$ cat src/hw/rtl/sprq_pkg.sv
// types and constants of the stable priority request queue
package sprq_pkg;

    localparam int CODE_W      = 20;
    localparam int FUNC_W      = 2;
    localparam int STATUS_W    = 2;
    localparam int POS_W       = 4;
    localparam int PRIO_PORT_W = 4;
    localparam int FILL_W      = 5;

    // request function codes
    typedef enum logic [FUNC_W-1:0] {
        FUNC_INSERT = 2'd0,
        FUNC_REMOVE = 2'd1,
        FUNC_READ   = 2'd2
    } t_func;

    // result status codes
    typedef enum logic [STATUS_W-1:0] {
        ST_DONE    = 2'd0,
        ST_FULL    = 2'd1,
        ST_BAD_POS = 2'd2
    } t_status;

    // controller states
    typedef enum logic [2:0] {
        S_IDLE,
        S_DECODE,
        S_INS,
        S_INS_HEAD,
        S_REM_HEAD,
        S_REM,
        S_READ,
        S_DONE
    } t_state;

    typedef enum logic [2:0] {
        PTR_HOLD,
        PTR_TOP,
        PTR_POS,
        PTR_INC,
        PTR_DEC
    } t_ptr_op;

    typedef enum logic [1:0] {
        WA_ZERO,
        WA_ABOVE,
        WA_BELOW
    } t_wr_addr;

    typedef enum logic {
        WS_NEW,
        WS_READ
    } t_wr_src;

    typedef enum logic [1:0] {
        RES_HOLD,
        RES_FULL,
        RES_BAD_POS,
        RES_CAPTURE
    } t_res_op;

    typedef enum logic [1:0] {
        CNT_HOLD,
        CNT_INC,
        CNT_DEC
    } t_cnt_op;

    // controller to datapath commands
    typedef struct packed {
        logic     load;
        t_ptr_op  ptr_op;
        logic     wr_en;
        t_wr_addr wr_addr;
        t_wr_src  wr_src;
        t_res_op  res_op;
        t_cnt_op  cnt_op;
    } t_dp_cmd;

    // datapath to controller status
    typedef struct packed {
        logic [FUNC_W-1:0] func;
        logic              full;
        logic              empty;
        logic              pos_bad;
        logic              rd_ge;
        logic              ptr_zero;
        logic              last;
    } t_dp_stat;

endpackage

$ cat src/hw/rtl/sprq_ctrl.sv
// sequencing state machine of the request queue
module sprq_ctrl (
    input  logic               i_clk,
    input  logic               i_rst_n,
    input  logic               start,
    input  sprq_pkg::t_dp_stat i_stat,
    output logic               busy,
    output logic               o_done,
    output sprq_pkg::t_dp_cmd  o_cmd
);
    import sprq_pkg::*;

    t_state r_state;
    t_state n_state;

    // state register
    always_ff @(posedge i_clk) begin
        if (!i_rst_n) begin
            r_state <= S_IDLE;
        end else begin
            r_state <= n_state;
        end
    end

    // next state
    always_comb begin
        n_state = r_state;
        case (r_state)
            S_IDLE: begin
                if (start) begin
                    n_state = S_DECODE;
                end
            end
            S_DECODE: begin
                case (i_stat.func)
                    FUNC_INSERT: begin
                        if (i_stat.full || i_stat.empty) begin
                            n_state = S_DONE;
                        end else begin
                            n_state = S_INS;
                        end
                    end
                    FUNC_REMOVE: n_state = i_stat.pos_bad ? S_DONE : S_REM_HEAD;
                    FUNC_READ:   n_state = i_stat.pos_bad ? S_DONE : S_READ;
                    default:     n_state = S_DONE;
                endcase
            end
            S_INS: begin
                if (i_stat.rd_ge) begin
                    n_state = S_DONE;
                end else if (i_stat.ptr_zero) begin
                    n_state = S_INS_HEAD;
                end
            end
            S_INS_HEAD: n_state = S_DONE;
            S_REM_HEAD: n_state = i_stat.last ? S_DONE : S_REM;
            S_REM: begin
                if (i_stat.last) begin
                    n_state = S_DONE;
                end
            end
            S_READ:  n_state = S_DONE;
            S_DONE:  n_state = S_IDLE;
            default: n_state = S_IDLE;
        endcase
    end

    // datapath commands
    always_comb begin
        o_cmd         = '0;
        o_cmd.ptr_op  = PTR_HOLD;
        o_cmd.wr_addr = WA_ZERO;
        o_cmd.wr_src  = WS_NEW;
        o_cmd.res_op  = RES_HOLD;
        o_cmd.cnt_op  = CNT_HOLD;
        busy          = (r_state != S_IDLE);
        o_done        = 1'b0;
        case (r_state)
            S_IDLE: begin
                o_cmd.load = start;
            end
            S_DECODE: begin
                case (i_stat.func)
                    FUNC_INSERT: begin
                        if (i_stat.full) begin
                            o_cmd.res_op = RES_FULL;
                        end else if (i_stat.empty) begin
                            o_cmd.wr_en  = 1'b1;
                            o_cmd.cnt_op = CNT_INC;
                        end else begin
                            o_cmd.ptr_op = PTR_TOP;
                        end
                    end
                    FUNC_REMOVE, FUNC_READ: begin
                        if (i_stat.pos_bad) begin
                            o_cmd.res_op = RES_BAD_POS;
                        end else begin
                            o_cmd.ptr_op = PTR_POS;
                        end
                    end
                    default: begin
                        o_cmd.res_op = RES_HOLD;
                    end
                endcase
            end
            S_INS: begin
                // move a lower entry down, or drop the new one in above it
                o_cmd.wr_en   = 1'b1;
                o_cmd.wr_addr = WA_ABOVE;
                if (i_stat.rd_ge) begin
                    o_cmd.wr_src = WS_NEW;
                    o_cmd.cnt_op = CNT_INC;
                end else begin
                    o_cmd.wr_src = WS_READ;
                    if (!i_stat.ptr_zero) begin
                        o_cmd.ptr_op = PTR_DEC;
                    end
                end
            end
            S_INS_HEAD: begin
                o_cmd.wr_en  = 1'b1;
                o_cmd.cnt_op = CNT_INC;
            end
            S_REM_HEAD: begin
                o_cmd.res_op = RES_CAPTURE;
                if (i_stat.last) begin
                    o_cmd.cnt_op = CNT_DEC;
                end else begin
                    o_cmd.ptr_op = PTR_INC;
                end
            end
            S_REM: begin
                // pull the next entry up by one
                o_cmd.wr_en   = 1'b1;
                o_cmd.wr_addr = WA_BELOW;
                o_cmd.wr_src  = WS_READ;
                if (i_stat.last) begin
                    o_cmd.cnt_op = CNT_DEC;
                end else begin
                    o_cmd.ptr_op = PTR_INC;
                end
            end
            S_READ: begin
                o_cmd.res_op = RES_CAPTURE;
            end
            S_DONE: begin
                o_done = 1'b1;
            end
            default: begin
                o_done = 1'b0;
            end
        endcase
    end

endmodule

$ cat src/hw/rtl/sprq_datapath.sv
// entry memory, walk pointer, count and result registers of the request queue
module sprq_datapath #(
    parameter int QUEUE_DEPTH   = 16,
    parameter int PRIORITY_BITS = 4
) (
    input  logic                                 i_clk,
    input  logic                                 i_rst_n,
    input  sprq_pkg::t_dp_cmd                    i_cmd,
    input  logic [sprq_pkg::FUNC_W-1:0]          i_func,
    input  logic [sprq_pkg::CODE_W-1:0]          i_req_code,
    input  logic [sprq_pkg::PRIO_PORT_W-1:0]     i_req_priority,
    input  logic [sprq_pkg::POS_W-1:0]           i_position,
    output sprq_pkg::t_dp_stat                   o_stat,
    output logic [sprq_pkg::STATUS_W-1:0]        o_status,
    output logic [sprq_pkg::CODE_W-1:0]          o_out_code,
    output logic [sprq_pkg::PRIO_PORT_W-1:0]     o_out_priority,
    output logic [sprq_pkg::FILL_W-1:0]          o_fill_count
);
    import sprq_pkg::*;

    localparam int IW   = $clog2(QUEUE_DEPTH);
    localparam int CW   = $clog2(QUEUE_DEPTH + 1);
    localparam int EW   = CODE_W + PRIORITY_BITS;
    localparam int CMPW = (CW > POS_W) ? CW : POS_W;

    logic [EW-1:0]            mem [QUEUE_DEPTH];
    logic [EW-1:0]            r_rd_data;
    logic [CW-1:0]            r_count;
    logic [CW-1:0]            r_ptr;
    logic [CW-1:0]            n_ptr;
    logic [FUNC_W-1:0]        r_func;
    logic [CODE_W-1:0]        r_new_code;
    logic [PRIORITY_BITS-1:0] r_new_prio;
    logic [POS_W-1:0]         r_pos;
    t_status                  r_status;
    logic [CODE_W-1:0]        r_out_code;
    logic [PRIORITY_BITS-1:0] r_out_prio;
    logic [CW-1:0]            w_above;
    logic [CW-1:0]            w_below;
    logic [IW-1:0]            w_wr_addr;
    logic [EW-1:0]            w_wr_data;

    // walk pointer next value, also the read address
    always_comb begin
        case (i_cmd.ptr_op)
            PTR_TOP: n_ptr = r_count - CW'(1);
            PTR_POS: n_ptr = CW'(r_pos);
            PTR_INC: n_ptr = r_ptr + CW'(1);
            PTR_DEC: n_ptr = r_ptr - CW'(1);
            default: n_ptr = r_ptr;
        endcase
    end

    always_ff @(posedge i_clk) begin
        r_ptr <= n_ptr;
    end

    // write address and data
    assign w_above = r_ptr + CW'(1);
    assign w_below = r_ptr - CW'(1);

    always_comb begin
        case (i_cmd.wr_addr)
            WA_ABOVE: w_wr_addr = w_above[IW-1:0];
            WA_BELOW: w_wr_addr = w_below[IW-1:0];
            default:  w_wr_addr = '0;
        endcase
    end

    assign w_wr_data = (i_cmd.wr_src == WS_READ) ? r_rd_data : {r_new_code, r_new_prio};

    // entry memory, one write and one registered read per cycle
    always_ff @(posedge i_clk) begin
        if (i_cmd.wr_en) begin
            mem[w_wr_addr] <= w_wr_data;
        end
    end

    always_ff @(posedge i_clk) begin
        r_rd_data <= mem[n_ptr[IW-1:0]];
    end

    // entry count
    always_ff @(posedge i_clk) begin
        if (!i_rst_n) begin
            r_count <= '0;
        end else begin
            case (i_cmd.cnt_op)
                CNT_INC: r_count <= r_count + CW'(1);
                CNT_DEC: r_count <= r_count - CW'(1);
                default: r_count <= r_count;
            endcase
        end
    end

    // request capture on transfer
    always_ff @(posedge i_clk) begin
        if (i_cmd.load) begin
            r_func     <= i_func;
            r_new_code <= i_req_code;
            r_new_prio <= PRIORITY_BITS'(i_req_priority);
            r_pos      <= i_position;
        end
    end

    // result registers
    always_ff @(posedge i_clk) begin
        if (i_cmd.load) begin
            r_status   <= ST_DONE;
            r_out_code <= '0;
            r_out_prio <= '0;
        end else begin
            case (i_cmd.res_op)
                RES_FULL:    r_status <= ST_FULL;
                RES_BAD_POS: r_status <= ST_BAD_POS;
                RES_CAPTURE: begin
                    r_out_code <= r_rd_data[EW-1:PRIORITY_BITS];
                    r_out_prio <= r_rd_data[PRIORITY_BITS-1:0];
                end
                default: r_status <= r_status;
            endcase
        end
    end

    // status toward the controller
    always_comb begin
        o_stat.func     = r_func;
        o_stat.full     = (r_count == CW'(QUEUE_DEPTH));
        o_stat.empty    = (r_count == '0);
        o_stat.pos_bad  = (CMPW'(r_pos) >= CMPW'(r_count));
        o_stat.rd_ge    = (r_rd_data[PRIORITY_BITS-1:0] >= r_new_prio);
        o_stat.ptr_zero = (r_ptr == '0);
        o_stat.last     = ((CW+1)'(r_ptr) + (CW+1)'(1) >= (CW+1)'(r_count));
    end

    assign o_status       = r_status;
    assign o_out_code     = r_out_code;
    assign o_out_priority = PRIO_PORT_W'(r_out_prio);
    assign o_fill_count   = FILL_W'(r_count);

endmodule

$ cat src/hw/rtl/stable_priority_request_queue_unit.sv
// top level of the stable priority request queue
// one request per transfer; o_done goes high in the done state, entered straight from decode for a full insert,
// an insert into an empty queue, a bad position or an unused code, through the read state for a read,
// and through the insert or remove walk for an insert or remove that moves n entries (n up to QUEUE_DEPTH - 1)
// busy stays high through the strobe, so a new request is taken only once the done state is over
// synchronous active-low reset empties the queue; the receiver cannot stall results
module stable_priority_request_queue_unit #(
    parameter int QUEUE_DEPTH   = 16,
    parameter int PRIORITY_BITS = 4
) (
    input  logic                                 i_clk,
    input  logic                                 i_rst_n,
    input  logic                                 start,
    input  logic [sprq_pkg::FUNC_W-1:0]          i_func,
    input  logic [sprq_pkg::CODE_W-1:0]          i_req_code,
    input  logic [sprq_pkg::PRIO_PORT_W-1:0]     i_req_priority,
    input  logic [sprq_pkg::POS_W-1:0]           i_position,
    output logic                                 busy,
    output logic                                 o_done,
    output logic [sprq_pkg::STATUS_W-1:0]        o_status,
    output logic [sprq_pkg::CODE_W-1:0]          o_out_code,
    output logic [sprq_pkg::PRIO_PORT_W-1:0]     o_out_priority,
    output logic [sprq_pkg::FILL_W-1:0]          o_fill_count
);
    import sprq_pkg::*;

    t_dp_cmd  w_cmd;
    t_dp_stat w_stat;

    // sequencer
    sprq_ctrl u_ctrl (
        .i_clk   (i_clk),
        .i_rst_n (i_rst_n),
        .start   (start),
        .i_stat  (w_stat),
        .busy    (busy),
        .o_done  (o_done),
        .o_cmd   (w_cmd)
    );

    // storage and result datapath
    sprq_datapath #(
        .QUEUE_DEPTH   (QUEUE_DEPTH),
        .PRIORITY_BITS (PRIORITY_BITS)
    ) u_datapath (
        .i_clk          (i_clk),
        .i_rst_n        (i_rst_n),
        .i_cmd          (w_cmd),
        .i_func         (i_func),
        .i_req_code     (i_req_code),
        .i_req_priority (i_req_priority),
        .i_position     (i_position),
        .o_stat         (w_stat),
        .o_status       (o_status),
        .o_out_code     (o_out_code),
        .o_out_priority (o_out_priority),
        .o_fill_count   (o_fill_count)
    );

endmodule

$ cat config.mk
export PLATFORM = sky130hd
export DESIGN_NAME = stable_priority_request_queue_unit
export DESIGN_NICKNAME = d
export VERILOG_FILES = /design/src/hw/rtl/sprq_pkg.sv /design/src/hw/rtl/sprq_ctrl.sv /design/src/hw/rtl/sprq_datapath.sv /design/src/hw/rtl/stable_priority_request_queue_unit.sv
export SDC_FILE = /design/constraint.sdc
export NUM_CORES = 1
export LEC_CHECK = 0
export ABC_AREA = 1
export BUFFER_PORTS_ARGS = -buffer_cell sky130_fd_sc_hd__clkbuf_2
export CORE_MARGIN = 2
export CORE_UTILIZATION = 55
export DETAILED_ROUTE_END_ITERATION = 8
export HOLD_SLACK_MARGIN = 0.08
export PLACE_DENSITY = 0.74
export SLEW_MARGIN = 5
export SYNTH_ARGS = -nofsm -noshare
export SYNTH_HDL_FRONTEND = slang
export SYNTH_SLANG_ARGS = --single-unit
$ cat constraint.sdc
create_clock -name i_clk -period 4.8 [get_ports i_clk]
set_clock_uncertainty 0.2 [all_clocks]
set_input_delay 0.72 -clock i_clk [delete_from_list [all_inputs] [get_ports i_clk]]
set_output_delay 0.72 -clock i_clk [all_outputs]
set_load 0.005 [all_outputs]
==> summary.md <==
| Metric | Value |
|---|---|
| Initial antenna violation count | 1 |
| Synthesis-to-finish area growth | 11.2% |
| Post-DRT Antenna Nets | 0 |
| Synth cell types | 44 |
| WS Path Type | register to register |
| Syn. warnings | 0 |
| Achievable frequency | 245 MHz |
| CTS tree | done |
| Status | finished, final reports clean |
| Synth area leaders | edfxtp_1, nand3_1, inv_1, dfxtp_1, nand2_1 |
| Gr usage total | 25.5% |
| Grt ovf | 0 |
| H-tree levels | 2 |
| Syn_nets | 2085 |
| Root buf cell | clkbuf_16 |
| # IOs | 66 |
| Post-Syn Area | 0.0214 mm^2 |
| Drt pass-1 iters | 5 |
| Slew headroom | 25.7% |
| Later-pin clock latency in the skew report | 0.57 ns |
| Post-CTS setup repair buffer count | 0 |
| Die Ht | 201 um |
| Number of diodes | 0 |
| Share of the synthesized area in the top cell type | 58.2% |
| Post-synth EDFFs | 415 |
| Cts hold-fix bufs | 0 |
| Vias/cell | 5.60 |
| FF+latch count, synth | 477 |
| Core Footprint | 0.0386 mm^2 |
| RSZ-0062 raised after global routing | false |
| I/O Buffers | 65 |
| Req. time, crit path | 5.05 ns |
| Most common flop cell mapped by yosys | edfxtp_1 |
| Syn avg cell area | 10.6 um^2 |
| Final Max Tran Viols | 0 |
| FILL cells | 2970 |
| Yosys top cell by area | edfxtp_1 |
| Crit path time final | 4.09 ns |
| Tcrit/Tclk final | 85.1% |
| Max FO, Critical Path | 142 |
| CP arrival | 4.33 ns |
| Total CTS buffers | 48 |
| Sequential area share after synthesis | 64.0% |
| Clock transition at the registers of the reported paths | 0.06 ns |
| PostCTS Resize Cnt | 0 |
| Setup Viol. Count Final | 0 |
| Layout cell share with drive strength beyond 1 | 12.3% |
| GPL Wtd Cong | 0.892 |
| Largest net degree at the start of global routing | 143 |
| Die X | 201 um |
| WL final | 51.9 mm |
| Die area | 0.0405 mm^2 |
| Clock Sinks | 477 |
| Crit. End Element | register |
| FP Rows | 72 |
| Global-route wire length before repair | 79.4 mm |
| Initial DRC count | 1512 |
| CP Launch Type | register |
| Nets | 2135 |
| Max-cap viol count | 0 |
| Post-route DRC | 0 |
| Initial core utilization | 55.5% |
| Sum Neg Setup Slack | 0 ns |
| Class of the worst hold path | input port to register |
| Setup WS post-layout | 0.715 ns |
| Hold Vio Cnt, Final | 0 |
| Placement Setup Slack | 0.781 ns |
| WHS | 0.124 ns |
| Via count | 14.8k |
| Clock buffer depth | 3 |
| Worst Tran Pin Value | 1.11 ns |
| Ys async rst share | 0% |
| DR WL/cell | 19.7 um |
| Vias in the first global route | 14.1k |
| Post-detail-place hpwl | 28.5 mm |
| Post-synthesis cell count | 2028 |
| Final design utilization | 61.7% |
==> critical path, cell delays in order (launching register included) <==
cell and delay (ns):
dfxtp_1 0.47, inv_1 0.17, ha_1 0.39, ha_1 0.29, o21ai_0 0.07, nand2_1 0.07, nand2_1 0.08, nand3_2 0.16
nand4_2 0.36, nor2_1 0.36, o21bai_4 0.22, buf_12 0.50, nand2_1 0.12, nand3_1 0.10, nand3_1 0.08, nand3_1 0.15
nand2_1 0.09
==> final timing paths <==
check                                 startpoint                                  end  slack (ns)  depth (start not counted)
max                  u_datapath.r_ptr[0]$_DFF_P_      u_datapath.r_rd_data[0]$_DFF_P_        0.71                         16
min reg2reg  u_datapath.o_status[0]$_SDFFE_PP0P_  u_datapath.o_status[0]$_SDFFE_PP0P_        0.34                          4
max reg2reg          u_datapath.r_ptr[0]$_DFF_P_      u_datapath.r_rd_data[0]$_DFF_P_        0.71                         16
min                                i_position[2]        u_datapath.r_pos[2]$_DFFE_PP_        0.12                          1
==> cell type report <==
type	instances	area, um^2	area share (%)
Multi-Input combinational cell	1038	5620	23.6
Clock buffer	58	1280	5.38
Timing Repair Buffer	105	801	3.36
Clock inverter	32	211	0.888
Sequential cell	477	13700	57.6
Tap cell	518	648	2.72
Inverter	408	1530	6.44
==> Yosys cell counts, types with 2 or more instances <==
library cell    n
nand3_1       448
edfxtp_1      415
inv_1         398
nand2_1       330
nand3b_1       72
dfxtp_1        62
mux2_2         44
buf_2          42
nor2_1         37
clkbuf_1       24
ha_1           24
buf_4          16
buf_6          15
o21ai_0        12
a21oi_1        10
xor2_1          9
inv_2           8
buf_1           7
nand3_2         7
nor3_1          7
nand4_1         6
a31oi_1         4
nand2_2         3
o211ai_1        3
clkinv_1        2
nor2_4          2
o21ai_1         2
o22ai_2         2
xnor2_1         2
==> registers in the layout, summed over array words and instances (netlist names), 4 cells and up <==
name	count
u_datapath.r_ptr	5
u_datapath.mem	384
u_datapath.r_rd_data	24
u_datapath.r_pos	4
u_datapath.r_new_code	20
u_datapath.o_out_priority	4
u_datapath.o_fill_count	5
u_datapath.o_out_code	20
u_datapath.r_new_prio	4
==> cells by family (layout without fill, tap and decap cells) <==
family / Yosys count / after routing / synth area share [%]
simple gates: 917 / 917 / 20.5
buf+inv: 513 / 603 / 10.1
flops: 477 / 477 / 64.0
mux: 44 / 44 / 2.31
compound gates: 42 / 42 / 1.29
fa+ha+maj: 24 / 24 / 1.40
xor+xnor: 11 / 11 / 0.450
==> layer usage <==
metal | global-route usage, % | share of wire, %
met2 | 40.9 | 47
met1 | 34.2 | 40
met4 | 10.2 | 3.3
met5 | 0 | 0.025
met3 | 5.43 | 10
==> through the flow <==
step / area, um^2 / std cells
after floorplan: 21400 / 2028
after global placement: 22300 / 2546
after detailed placement: 22300 / 2546
after CTS: 23800 / 2636
after global routing: 23800 / 2636
final: 23800 / 2636
==> cell usage in the layout, fill, tap and decap left out, types with 14 or more instances in the layout <==
cell type,n
nand3b_1,72
buf_12,14
nor2_1,21
buf_4,26
inv_1,398
dfxtp_1,62
nor2_2,16
clkbuf_2,65
ha_1,24
mux2_2,44
nand3_1,448
clkinv_1,18
edfxtp_1,415
clkbuf_16,50
nand2_1,330
Power is left out: the tool's default activity adds up to more than one toggle a clock period on the data nets, which glitch-free logic cannot reach.
